## config.mk

```make
export PLATFORM = sky130hd
export DESIGN_NAME = chunked_transfer_encoder_unit
export DESIGN_NICKNAME = d
export VERILOG_FILES = /design/src/rtl/core/cte_pkg.sv /design/src/rtl/core/cte_front.sv /design/src/rtl/core/cte_cmd_queue.sv /design/src/rtl/core/cte_back.sv /design/src/rtl/core/chunked_transfer_encoder_unit.sv
export SDC_FILE = /design/constraint.sdc
export NUM_CORES = 1
export LEC_CHECK = 0
export ABC_AREA = 1
export BUFFER_PORTS_ARGS = -buffer_cell sky130_fd_sc_hd__buf_2
export CORE_MARGIN = 2
export CORE_UTILIZATION = 55
export DETAILED_ROUTE_END_ITERATION = 10
export MAX_ROUTING_LAYER = met4
export PLACE_DENSITY_LB_ADDON = 0.08
export SETUP_SLACK_MARGIN = 0.15
export SYNTH_ARGS = -nofsm -noshare
export SYNTH_HDL_FRONTEND = slang
export SYNTH_SLANG_ARGS = --single-unit
```

## constraint.sdc

```tcl
create_clock -name clock -period 5.3 [get_ports clock]
set_clock_uncertainty 0.1 [all_clocks]
set_input_delay 1.06 -clock clock [delete_from_list [all_inputs] [get_ports clock]]
set_output_delay 1.06 -clock clock [all_outputs]
set_load 0.1 [all_outputs]
```

## src/rtl/core/cte_pkg.sv

```systemverilog
// -----------------------------------------------------------------------------
// cte_pkg - shared types and constants for the chunked transfer encoder
// Transaction types for both channels, the internal command format and
// the hex digit helper.
// -----------------------------------------------------------------------------
package cte_pkg;

   // chunk length width kept by the encoder (request length bits above it are dropped)
   localparam int LEN_BITS = 32;
   localparam int NIBBLES  = (LEN_BITS + 3) / 4;
   localparam int HEX_W    = 4 * NIBBLES;
   localparam int DIG_W    = $clog2(NIBBLES + 1);

   // command queue between front and back
   localparam int CQ_DEPTH = 2;
   localparam int CQ_AW    = $clog2(CQ_DEPTH);
   localparam int CQ_CW    = $clog2(CQ_DEPTH + 1);

   // result queue at the output of the back end
   localparam int OQ_DEPTH = 2;
   localparam int OQ_AW    = $clog2(OQ_DEPTH);
   localparam int OQ_CW    = $clog2(OQ_DEPTH + 1);

   // request actions
   localparam logic ACT_BEGIN = 1'b0;
   localparam logic ACT_DATA  = 1'b1;

   // command kinds
   localparam logic [1:0] CMD_HEADER = 2'd0;
   localparam logic [1:0] CMD_DATA   = 2'd1;
   localparam logic [1:0] CMD_TERM   = 2'd2;
   localparam logic [1:0] CMD_ERROR  = 2'd3;

   // stream characters
   localparam logic [7:0] CHAR_CR   = 8'h0d;
   localparam logic [7:0] CHAR_LF   = 8'h0a;
   localparam logic [7:0] CHAR_ZERO = 8'h30;

   typedef struct packed {
      logic        action;
      logic [31:0] chunk_length;
      logic        final_chunk;
      logic [7:0]  data_byte;
   } req_type;

   typedef struct packed {
      logic [7:0] out_byte;
      logic       run_end;
      logic       status;
      logic       stream_done;
   } rsp_type;

   // one classified transaction, expanded to bytes by the back end
   typedef struct packed {
      logic [1:0]       kind;
      logic [HEX_W-1:0] hex;        // length, left aligned on its top digit
      logic [DIG_W-1:0] digits;     // number of hex digits to send
      logic [7:0]       data_byte;
      logic             chunk_end;  // data byte closes the chunk
      logic             last_chunk; // closing chunk is followed by terminator
      logic             err_done;   // stream_done shown on an error result
   } cmd_type;

   // lower-case ascii for one nibble
   function automatic logic [7:0] hex_char(input logic [3:0] nib);
      logic [7:0] res;
      if (nib < 4'd10) begin
         res = CHAR_ZERO + {4'h0, nib};
      end else begin
         res = 8'h57 + {4'h0, nib};
      end
      return res;
   endfunction

endpackage

```

## src/rtl/core/cte_front.sv

```systemverilog
// -----------------------------------------------------------------------------
// cte_front - request classifier
// Tracks the chunk phase, checks transaction order and turns each accepted
// request into at most one command for the back end.
// -----------------------------------------------------------------------------
module cte_front
   import cte_pkg::*;
(
   input  logic    clock,
   input  logic    reset,
   input  logic    accept,
   input  req_type req,
   output logic    cmd_push,
   output cmd_type cmd
);

   localparam logic [1:0] PH_IDLE = 2'd0;
   localparam logic [1:0] PH_DATA = 2'd1;
   localparam logic [1:0] PH_DONE = 2'd2;

   logic [1:0]          phase_ff, phase_in;
   logic [LEN_BITS-1:0] left_ff, left_in;
   logic                final_ff, final_in;

   logic [LEN_BITS-1:0] len;
   logic [HEX_W-1:0]    len_ext;
   logic [DIG_W-1:0]    digits;
   logic [DIG_W-1:0]    pad;
   logic                phase_bad;

   // hex digit count and left-aligned length
   always_comb begin
      len     = req.chunk_length[LEN_BITS-1:0];
      len_ext = HEX_W'(len);
      digits  = '0;
      for (int i = 0; i < NIBBLES; i++) begin
         if (len_ext[4*i +: 4] != 4'h0) begin
            digits = DIG_W'(i + 1);
         end
      end
      pad = DIG_W'(NIBBLES) - digits;
   end

   // classification and next state
   always_comb begin
      phase_in      = phase_ff;
      left_in       = left_ff;
      final_in      = final_ff;
      cmd_push      = 1'b0;
      cmd           = '0;
      cmd.data_byte = req.data_byte;
      cmd.err_done  = (phase_ff != PH_IDLE) && (phase_ff != PH_DATA);
      phase_bad     = (req.action == ACT_BEGIN) ? (phase_ff != PH_IDLE)
                                                : (phase_ff != PH_DATA);
      if (accept) begin
         priority if (phase_bad) begin
            cmd_push = 1'b1;
            cmd.kind = CMD_ERROR;
         end else if (req.action == ACT_BEGIN) begin
            if (len == '0) begin
               // empty chunk: terminator if closing, otherwise nothing
               if (req.final_chunk) begin
                  cmd_push = 1'b1;
                  cmd.kind = CMD_TERM;
                  phase_in = PH_DONE;
                  left_in  = '0;
                  final_in = 1'b0;
               end
            end else begin
               cmd_push   = 1'b1;
               cmd.kind   = CMD_HEADER;
               cmd.hex    = len_ext << {pad, 2'b00};
               cmd.digits = digits;
               phase_in   = PH_DATA;
               left_in    = len;
               final_in   = req.final_chunk;
            end
         end else begin
            cmd_push       = 1'b1;
            cmd.kind       = CMD_DATA;
            cmd.chunk_end  = (left_ff == LEN_BITS'(1));
            cmd.last_chunk = final_ff;
            left_in        = left_ff - LEN_BITS'(1);
            if (left_ff == LEN_BITS'(1)) begin
               phase_in = final_ff ? PH_DONE : PH_IDLE;
               final_in = 1'b0;
            end
         end
      end
   end

   // state registers
   always_ff @(posedge clock) begin
      if (reset) begin
         phase_ff <= PH_IDLE;
         left_ff  <= '0;
         final_ff <= 1'b0;
      end else begin
         phase_ff <= phase_in;
         left_ff  <= left_in;
         final_ff <= final_in;
      end
   end

endmodule

```

## src/rtl/core/cte_cmd_queue.sv

```systemverilog
// -----------------------------------------------------------------------------
// cte_cmd_queue - command queue between front and back end
// Small first-in first-out store that lets either side stall on its own.
// -----------------------------------------------------------------------------
module cte_cmd_queue
   import cte_pkg::*;
(
   input  logic    clock,
   input  logic    reset,
   input  logic    push,
   input  cmd_type data_in,
   output logic    full,
   input  logic    pop,
   output logic    empty,
   output cmd_type data_out
);

   cmd_type          slot_ff [CQ_DEPTH];
   logic [CQ_AW-1:0] wr_ff, wr_in;
   logic [CQ_AW-1:0] rd_ff, rd_in;
   logic [CQ_CW-1:0] count_ff, count_in;
   logic             do_push, do_pop;

   assign full     = (count_ff == CQ_CW'(CQ_DEPTH));
   assign empty    = (count_ff == '0);
   assign data_out = slot_ff[rd_ff];
   assign do_push  = push && !full;
   assign do_pop   = pop && !empty;

   // pointer and fill count update
   always_comb begin
      wr_in    = wr_ff;
      rd_in    = rd_ff;
      count_in = count_ff;
      if (do_push) begin
         wr_in = (wr_ff == CQ_AW'(CQ_DEPTH - 1)) ? '0 : wr_ff + CQ_AW'(1);
      end
      if (do_pop) begin
         rd_in = (rd_ff == CQ_AW'(CQ_DEPTH - 1)) ? '0 : rd_ff + CQ_AW'(1);
      end
      if (do_push && !do_pop) begin
         count_in = count_ff + CQ_CW'(1);
      end else if (do_pop && !do_push) begin
         count_in = count_ff - CQ_CW'(1);
      end
   end

   always_ff @(posedge clock) begin
      if (reset) begin
         wr_ff    <= '0;
         rd_ff    <= '0;
         count_ff <= '0;
      end else begin
         wr_ff    <= wr_in;
         rd_ff    <= rd_in;
         count_ff <= count_in;
      end
   end

   // storage
   always_ff @(posedge clock) begin
      if (do_push) begin
         slot_ff[wr_ff] <= data_in;
      end
   end

endmodule

```

## src/rtl/core/cte_back.sv

```systemverilog
// -----------------------------------------------------------------------------
// cte_back - byte sequencer
// Expands each command into encoded stream bytes, one per cycle while not
// stalled, and holds them in a short result queue toward the output port.
// -----------------------------------------------------------------------------
module cte_back
   import cte_pkg::*;
(
   input  logic    clock,
   input  logic    reset,
   input  logic    cmd_empty,
   input  cmd_type cmd_head,
   output logic    cmd_pop,
   output logic    rsp_empty,
   input  logic    rsp_pop,
   output rsp_type rsp_data
);

   localparam logic [3:0] SEQ_DIGIT = 4'd0;
   localparam logic [3:0] SEQ_BYTE  = 4'd1;
   localparam logic [3:0] SEQ_CR1   = 4'd2;
   localparam logic [3:0] SEQ_LF1   = 4'd3;
   localparam logic [3:0] SEQ_T0    = 4'd4;
   localparam logic [3:0] SEQ_TCR1  = 4'd5;
   localparam logic [3:0] SEQ_TLF1  = 4'd6;
   localparam logic [3:0] SEQ_TCR2  = 4'd7;
   localparam logic [3:0] SEQ_TLF2  = 4'd8;
   localparam logic [3:0] SEQ_ERR   = 4'd9;

   // current command
   logic             busy_ff, busy_in;
   logic [3:0]       seq_ff, seq_in;
   logic [HEX_W-1:0] hex_ff, hex_in;
   logic [DIG_W-1:0] dig_ff, dig_in;
   logic [7:0]       byte_ff, byte_in;
   logic             end_ff, end_in;
   logic             last_ff, last_in;
   logic             done_ff, done_in;

   // result queue
   rsp_type          oq_ff [OQ_DEPTH];
   logic [OQ_AW-1:0] oq_wr_ff, oq_wr_in;
   logic [OQ_AW-1:0] oq_rd_ff, oq_rd_in;
   logic [OQ_CW-1:0] oq_cnt_ff, oq_cnt_in;
   logic             oq_full, oq_pop;

   logic             emit, last_step;
   rsp_type          res;
   logic [3:0]       load_seq;

   assign oq_full   = (oq_cnt_ff == OQ_CW'(OQ_DEPTH));
   assign rsp_empty = (oq_cnt_ff == '0);
   assign rsp_data  = oq_ff[oq_rd_ff];
   assign oq_pop    = rsp_pop && !rsp_empty;
   assign emit      = busy_ff && !oq_full;

   // byte for the current step
   always_comb begin
      res       = '0;
      last_step = 1'b0;
      unique case (seq_ff)
         SEQ_DIGIT: res.out_byte = hex_char(hex_ff[HEX_W-1 -: 4]);
         SEQ_BYTE: begin
            res.out_byte = byte_ff;
            last_step    = !end_ff;
         end
         SEQ_CR1: res.out_byte = CHAR_CR;
         SEQ_LF1: begin
            res.out_byte = CHAR_LF;
            last_step    = !last_ff;
         end
         SEQ_T0:   res.out_byte = CHAR_ZERO;
         SEQ_TCR1: res.out_byte = CHAR_CR;
         SEQ_TLF1: res.out_byte = CHAR_LF;
         SEQ_TCR2: res.out_byte = CHAR_CR;
         SEQ_TLF2: begin
            res.out_byte    = CHAR_LF;
            res.stream_done = 1'b1;
            last_step       = 1'b1;
         end
         SEQ_ERR: begin
            res.status      = 1'b1;
            res.stream_done = done_ff;
            last_step       = 1'b1;
         end
         default: last_step = 1'b1;
      endcase
      res.run_end = last_step;
   end

   // first step of the queued command
   always_comb begin
      unique case (cmd_head.kind)
         CMD_HEADER: load_seq = SEQ_DIGIT;
         CMD_DATA:   load_seq = SEQ_BYTE;
         CMD_TERM:   load_seq = SEQ_T0;
         CMD_ERROR:  load_seq = SEQ_ERR;
         default:    load_seq = SEQ_ERR;
      endcase
   end

   assign cmd_pop = !cmd_empty && (!busy_ff || (emit && last_step));

   // sequencer next state
   always_comb begin
      busy_in = busy_ff;
      seq_in  = seq_ff;
      hex_in  = hex_ff;
      dig_in  = dig_ff;
      byte_in = byte_ff;
      end_in  = end_ff;
      last_in = last_ff;
      done_in = done_ff;
      if (cmd_pop) begin
         busy_in = 1'b1;
         seq_in  = load_seq;
         hex_in  = cmd_head.hex;
         dig_in  = cmd_head.digits;
         byte_in = cmd_head.data_byte;
         end_in  = cmd_head.chunk_end;
         last_in = cmd_head.last_chunk;
         done_in = cmd_head.err_done;
      end else if (emit && last_step) begin
         busy_in = 1'b0;
      end else if (emit) begin
         unique case (seq_ff)
            SEQ_DIGIT: begin
               hex_in = hex_ff << 4;
               dig_in = dig_ff - DIG_W'(1);
               seq_in = (dig_ff == DIG_W'(1)) ? SEQ_CR1 : SEQ_DIGIT;
            end
            SEQ_BYTE: seq_in = SEQ_CR1;
            SEQ_CR1:  seq_in = SEQ_LF1;
            SEQ_LF1:  seq_in = SEQ_T0;
            SEQ_T0:   seq_in = SEQ_TCR1;
            SEQ_TCR1: seq_in = SEQ_TLF1;
            SEQ_TLF1: seq_in = SEQ_TCR2;
            SEQ_TCR2: seq_in = SEQ_TLF2;
            default:  seq_in = SEQ_ERR;
         endcase
      end
   end

   always_ff @(posedge clock) begin
      if (reset) begin
         busy_ff <= 1'b0;
         seq_ff  <= SEQ_ERR;
      end else begin
         busy_ff <= busy_in;
         seq_ff  <= seq_in;
      end
   end

   always_ff @(posedge clock) begin
      hex_ff  <= hex_in;
      dig_ff  <= dig_in;
      byte_ff <= byte_in;
      end_ff  <= end_in;
      last_ff <= last_in;
      done_ff <= done_in;
   end

   // result queue pointers and count
   always_comb begin
      oq_wr_in  = oq_wr_ff;
      oq_rd_in  = oq_rd_ff;
      oq_cnt_in = oq_cnt_ff;
      if (emit) begin
         oq_wr_in = (oq_wr_ff == OQ_AW'(OQ_DEPTH - 1)) ? '0 : oq_wr_ff + OQ_AW'(1);
      end
      if (oq_pop) begin
         oq_rd_in = (oq_rd_ff == OQ_AW'(OQ_DEPTH - 1)) ? '0 : oq_rd_ff + OQ_AW'(1);
      end
      if (emit && !oq_pop) begin
         oq_cnt_in = oq_cnt_ff + OQ_CW'(1);
      end else if (oq_pop && !emit) begin
         oq_cnt_in = oq_cnt_ff - OQ_CW'(1);
      end
   end

   always_ff @(posedge clock) begin
      if (reset) begin
         oq_wr_ff  <= '0;
         oq_rd_ff  <= '0;
         oq_cnt_ff <= '0;
      end else begin
         oq_wr_ff  <= oq_wr_in;
         oq_rd_ff  <= oq_rd_in;
         oq_cnt_ff <= oq_cnt_in;
      end
   end

   always_ff @(posedge clock) begin
      if (emit) begin
         oq_ff[oq_wr_ff] <= res;
      end
   end

endmodule

```

## src/rtl/core/chunked_transfer_encoder_unit.sv

```systemverilog
// -----------------------------------------------------------------------------
// chunked_transfer_encoder_unit - chunked transfer coding framer
// Frames a body stream as chunks: hex length line, body bytes, chunk
// trailer and the closing terminator, with an error result on bad order.
// -----------------------------------------------------------------------------
//   channel   handshake          payload
//   request   push / full        req_data  (action, length, final, byte)
//   result    empty / pop        rsp_data  (byte, run_end, status, done)
//
// - a request transaction is taken every cycle while the command queue has room
// - the back end sends one byte per cycle unless stalled: a begin gives digits
//   + 2 bytes (3 to 10), an empty last begin 5, an empty non-last begin none,
//   a body byte 1, a chunk-closing byte 3, a final one 8, an out-of-order one 1
// - the first byte passes command queue, sequencer and result queue to the ports
// - reset is synchronous; it clears phase, queues and sequencer
// - a stalled result side fills the two-entry result queue, the sequencer and
//   the two-entry command queue, then raises full
// -----------------------------------------------------------------------------
module chunked_transfer_encoder_unit
   import cte_pkg::*;
(
   input  logic    clock,
   input  logic    reset,
   input  logic    push,
   output logic    full,
   input  req_type req_data,
   output logic    empty,
   input  logic    pop,
   output rsp_type rsp_data
);

   logic    accept;
   logic    cmd_push, cmd_full, cmd_empty, cmd_pop;
   cmd_type cmd_new, cmd_head;

   assign accept = push && !full;
   assign full   = cmd_full;

   // order check and classification
   cte_front u_front (
      .clock    (clock),
      .reset    (reset),
      .accept   (accept),
      .req      (req_data),
      .cmd_push (cmd_push),
      .cmd      (cmd_new)
   );

   // decoupling queue
   cte_cmd_queue u_cmd_queue (
      .clock    (clock),
      .reset    (reset),
      .push     (cmd_push),
      .data_in  (cmd_new),
      .full     (cmd_full),
      .pop      (cmd_pop),
      .empty    (cmd_empty),
      .data_out (cmd_head)
   );

   // byte generation
   cte_back u_back (
      .clock     (clock),
      .reset     (reset),
      .cmd_empty (cmd_empty),
      .cmd_head  (cmd_head),
      .cmd_pop   (cmd_pop),
      .rsp_empty (empty),
      .rsp_pop   (pop),
      .rsp_data  (rsp_data)
   );

endmodule

```

# Word level (Yosys, flattened, before mapping)

Memories as Yosys holds them, arrays and structs flattened. A register that Yosys moved wholly into a read port is not among the register bits.
Cells that the tools add are included.

Word-level logic and storage cells: 179
Bits in writable memories: 120
Memories: 2
Output and inout bits: 13
Register bits: 95

Memories:

| memory              | words | bits a word | read ports | clocked after Yosys merged registers in | wr ports | line                | source |
|---|---|---|---|---|---|---|---|
| u_cmd_queue.slot_ff | 2     | 49          | 1          | 1                                       | 1        | cte_cmd_queue.sv:18 | `cmd_type slot_ff [CQ_DEPTH];` |
| u_back.oq_ff        | 2     | 11          | 1          | 1                                       | 1        | cte_back.sv:41      | `rsp_type oq_ff [OQ_DEPTH];` |

Bitwise logic cells: 1
Shifts and indexed selects: 1
Mux-type cells: 74
$lt $le $gt $ge: 1
Reduce and logical (&&, ||, !) cells: 50
Add/subtract/negate cells: 13
Eq/ne operators: 20

Operator list:

| cell                                                 | number |
|---|---|
| two-way mux 32 bit                                   | 7 |
| two-way mux 36 bit                                   | 3 |
| case mux 8 bit (5 select lines)                      | 1 |
| two-way mux 2 bit                                    | 19 |
| two-way mux 38 bit                                   | 1 |
| equality test 32 x 1 -> 1 bit, second input constant | 1 |
| zero test 32 bit                                     | 1 |
| two-way mux 4 bit                                    | 8 |
| case mux 4 bit (8 select lines)                      | 1 |
| nonzero test 4 bit                                   | 8 |
| << shifter 32 x 6 -> 32 bit                          | 1 |
| subtractor 32 x 1 -> 32 bit, second input constant   | 1 |
| two-way mux 1 bit                                    | 26 |
| equality test 4 x 3 -> 1 bit, second input constant  | 4 |
| case mux 4 bit (4 select lines)                      | 1 |
| logical AND 1 bit                                    | 12 |
| two-way mux 3 bit                                    | 4 |
| nonzero test 2 bit                                   | 6 |
| zero test 1 bit                                      | 11 |
| adder 7 x 4 -> 8 bit, first input constant           | 1 |
| equality test 2 bit, second input constant           | 4 |
| equality test 4 x 1 -> 1 bit, second input constant  | 2 |
| equality test 4 x 2 -> 1 bit, second input constant  | 2 |
| equality test 4 bit, second input constant           | 2 |
| 23 further kinds                                     | 33 |

# Logic depth before layout (Yosys ltp)

Word-level depth: 15
Mapped depth: 20

# Modules after synthesis

From an unflattened synthesis, not the netlist that was laid out.

Cell total of the unflattened synthesis: 1,214
Area total of the unflattened synthesis: 11,198.2 µm²

By module, submodules not included:

| module                        | times used | area each (µm²) | seq. area each (µm²) | cells each |
|---|---|---|---|---|
| cte_front                     | 1          | 3,873.7         | 700.7                | 691 |
| cte_cmd_queue                 | 1          | 3,827.4         | 3,042.9              | 189 |
| cte_back                      | 1          | 3,487.1         | 2,272.2              | 332 |
| chunked_transfer_encoder_unit | 1          | 10.0            | 0.0                  | 2 |

# Worst setup path after synthesis

No wires, ideal clock.

Kind: register to register
Start point: register u_back.seq_ff[3]
End point: register u_back.dig_ff[0] (enable)
Required time: 4.721 ns
Period minus slack after synthesis: 4.238 ns
Setup slack: 1.062 ns
Setup time: 0.479 ns
Arrival time: 3.659 ns
Path buffers: 1
Cell stages (with the launch flop): 8
Cells stage by stage: dfxtp_1 -> buf_2 -> nor2_2 -> nand2_1 -> or2_1 -> o211ai_2 -> or2_2 -> o21ai_0

Cells in the longest elaborated chain, start to end: 8
Elaborated cells between the ends (all ways): 17
Classes of those cells: 8 x eq/ne; 1 x mux; 8 x reduce/logical

Ends and longest elaborated chain:

| what                                                                         | line                             | source |
|---|---|---|
| start, declared                                                              | cte_back.sv:32                   | `logic [3:0] seq_ff, seq_in;` |
| start signal, assigned                                                       | cte_back.sv:150                  | `seq_ff <= seq_in;` |
| equality test 4 x 2 -> 1 bit (tied with other cells)                         | cte_back.sv:61                   | `unique case (seq_ff)` |
| OR reduction 6 bit (no source line)                                          | -                                |  |
| case mux 1 bit (3 select lines) *                                            | cte_back.sv:61                   |  |
| net u_back.last_step                                                         | cte_back.sv:47                   | `logic emit, last_step;` |
| logical AND 1 bit *                                                          | cte_back.sv:102, cte_back.sv:123 |  |
| logical OR 1 bit                                                             | cte_back.sv:102                  | `assign cmd_pop = !cmd_empty && (!busy_ff \|\| (emit && last_step));` |
| logical AND 1 bit                                                            | cte_back.sv:102                  |  |
| inequality test 2 bit (no source line) or nonzero test 2 bit (tied branches) | -                                |  |
| AND reduction 3 bit (no source line) *                                       | -                                |  |
| end signal, assigned                                                         | cte_back.sv:156                  | `dig_ff <= dig_in;` |
| end, declared                                                                | cte_back.sv:34                   | `logic [DIG_W-1:0] dig_ff, dig_in;` |

The timed path passes the listed nets; every way through them passes the cells marked *.
A chain may end at the register's enable or synchronous reset.

==> flow_summary.yaml <==
layout:
  multiInputGateArea_um2: 4050
  syn2layout_area_growth_pct: 12.0
  seq_area_um2: 6020
  stdcell_area_um2: 12000
  nNetsFinal: 1317
  fin_cells: 1545
  fillers: 1719
  drive_gt1_frac: 0.112
  diodes: 0
  final_core_util: 0.623
timing:
  period_needed_ps: 3660
  fmax_mhz: 273
  relSlewSlack: 0.213
  rsz0062_at_grt: "no"
  hold_viol_final: 0
  worst_pin_slew_ps: 1180
  finalMaxSlewViolations: 0
  finalSetupTns_ps: 0
  hold_ws_ps: 358
  final-setup-viol-count: 0
  period_share: 0.691
synthesis:
  synth_top_area_share: 0.466
  syn_nets: 1272
  synth_area_leader_cell: "edfxtp_1"
  ys_ff_latch: 217
  yosysSeqAreaShare: 0.559
  syn_inst: 1218
  ys.flop_type: "edfxtp_1"
  mappedNetlistArea_um2: 10800
  synth_warnings: 0
  ys_types: 50
  yosysMostFrequentCell: "nand2_1"
  synth_edf_count: 167
  async_flop_share: 0
  ys_top_cells_by_area: "edfxtp_1 (47%), nand2_1 (11%), dfxtp_1 (9.3%)"
  synth_area_per_cell_um2: 8.83
  yosys-top-cells-count: "nand2_1 (322), edfxtp_1 (167), nor2_1 (150)"
placement:
  place_area_um2: 11200
  place_congestion: 0.917
  place_hpwl_um: 17700
  dp.cells: 1502
  numPortBuffers: 58
clock_network:
  cts_buffer_depth: 3
  path_clk_slew_ps: 60
  post_cts_buffers: 0
  cts_root_buf: "clkbuf_16"
  htreeDepth: 1
  clock_latency_ps: 510
  ctsResizeCount: 0
  tritoncts: "built"
  clock_sinks: 217
  numCtsBuffers: 24
  hold_buffers: 0
global_route:
  antenna_found_initial: 0
  grt_start_max_net_pins: 61
  grt_usage: 0.260
  grt_pass1_vias: 7533
  gr-total-overflow: 0
  grt_pass1_wl_um: 40400
setup_path:
  start_kind: "input port"
  r2r_cells: 13
  criticalPathCategory: "in -> reg"
  crit_arrival_ps: 3900
  crit_fanout: 24
  end_kind: "flop"
  r2r_start: "u_back.seq_ff[0]"
  r2r_slack_ps: 2280
  r2r_end: "u_back.hex_ff[6]"
  cp.required_ps: 5540
hold_path:
  holdPathStages: 1
  hold_end: "u_cmd_queue.rd_ff"
  hold_class: "reg -> reg"
  hp-start: "u_cmd_queue.rd_ff"
die:
  die-area_um2: 20700
  die_w_um: 144
  rows: 51
  core_um2: 19300
  die_h_um: 144
  ios: 59
  initial_core_util: 0.556
pwr:
  p_leak_nw: 4.99
  peakVddDrop_uv: 277
  p_per_area_nw_per_um2: 534
drt:
  first_pass_iters: 6
  vias_per_cell: 5.40
  vias: 8347
  finalWirelength_um: 25600
  drtAntennaViolNets: 0
  detail_route.iter0.violations: 616
  drc: 0
  wl_per_cell_um: 16.6
outcome:
  status: "completed"
flow_run:
  max_cap_violations: 0
==> through the flow <==
step	setup slack, ps	total power [mW]
6_report	1640	6.44
3_5_place_dp	1160	4.77
4_1_cts	1670	6.46
3_3_place_gp	1150	4.74
2_1_floorplan	1060	4.24
5_1_grt	1350	6.83
==> how the worst max path moves through the flow <==
| stage | start | end | depth (start not counted) |
|---|---|---|---|
| detailed placement | req_data[39] | u_cmd_queue.slot_ff[0][38] | 9 |
| global placement | req_data[39] | u_cmd_queue.slot_ff[0][38] | 9 |
| CTS | req_data[39] | u_cmd_queue.slot_ff[0][38] | 9 |
| global route | req_data[13] | u_cmd_queue.slot_ff[0][46] | 17 |
| finish | req_data[15] | u_cmd_queue.slot_ff[0][46] | 17 |
| floorplan | u_back.seq_ff[3] | u_back.dig_ff[0] | 7 |
==> cells in the final DEF (no fill, tap or decap), types with 2 or more instances in the layout <==
cell / instances
a211oi_1: 3
a211oi_2: 8
a21oi_1: 61
a31oi_1: 33
buf_2: 58
buf_4: 13
bufinv_16: 4
clkbuf_1: 6
clkbuf_16: 25
clkinv_1: 8
clkinv_2: 2
dfxtp_1: 50
edfxtp_1: 167
ha_1: 8
inv_1: 114
inv_2: 2
mux2_2: 11
nand2_1: 322
nand2_2: 3
nand3_1: 70
nand4_1: 15
nor2_1: 149
nor2_2: 3
nor3_1: 22
nor3b_1: 2
nor4_1: 2
o211ai_1: 16
o21a_1: 3
o21ai_0: 55
o21ai_1: 9
or2_2: 3
xor2_1: 11
==> worst max-delay path, stage by stage <==
cell     delay (ps)
buf_2           100
inv_1           170
nand2_1          80
nor2_1          140
nand2_1          70
nand2_1          60
nand2_1          40
nand2_1          50
nand2_1          50
nand2_1         320
nand2_1         270
ha_1            400
inv_1           540
nand3_1         250
nand2_1         110
nor2_1           40
nor2_1          160
==> routing by layer <==
layer / track usage / routed length (µm) / vias to the layer above
met1: 0.380 / 12200 / 3870
met3: 0.0307 / 1290 / 28
met4: 0.0501 / 373 / 0
li1: - / - / 4216
met2: 0.396 / 11700 / 233
met5: - / 0 / -
==> power by group <==
part	internal [mW]	switching [mW]
logic	0.554	1.56
clock network	1.05	0.645
registers	2.45	0.180
==> cell families (layout without fill, tap and decap cells) <==
group | count (synthesis) | in the layout | share of synthesized area
AO/OA/AOI/OAI | 197 | 197 | 0.109
XOR/XNOR | 12 | 12 | 0.0115
adder cells (fa/ha/maj) | 8 | 8 | 0.00931
buffers and inverters | 172 | 234 | 0.0658
flip-flops | 217 | 217 | 0.559
multiplexers | 11 | 11 | 0.0115
AND/OR/NAND/NOR | 601 | 601 | 0.234
==> registers in the layout, summed over array words and instances (netlist names), named ones only <==
name	cells
u_back.oq_wr_ff	1
u_back.last_ff	1
u_back.busy_ff	1
u_back.byte_ff	8
u_cmd_queue.rd_ff	1
u_back.end_ff	1
u_cmd_queue.count_ff	2
u_cmd_queue.slot_ff	98
u_front.phase_ff	2
u_back.oq_cnt_ff	2
u_back.oq_ff	22
u_back.oq_rd_ff	1
u_back.seq_ff	4
u_front.final_ff	1
u_back.done_ff	1
u_back.hex_ff	32
u_front.left_ff	32
u_back.dig_ff	4
u_cmd_queue.wr_ff	1
==> layout make-up <==
class / count / share of cell area
repair buffers: 71 / 0.0322
inverters: 120 / 0.0375
flip-flops and latches: 217 / 0.499
well taps: 265 / 0.0275
multi-input cells: 829 / 0.336
clock inverters: 12 / 0.0133
clock buffers: 31 / 0.0538
No activity file was read; power rests on OpenSTA's default activity.
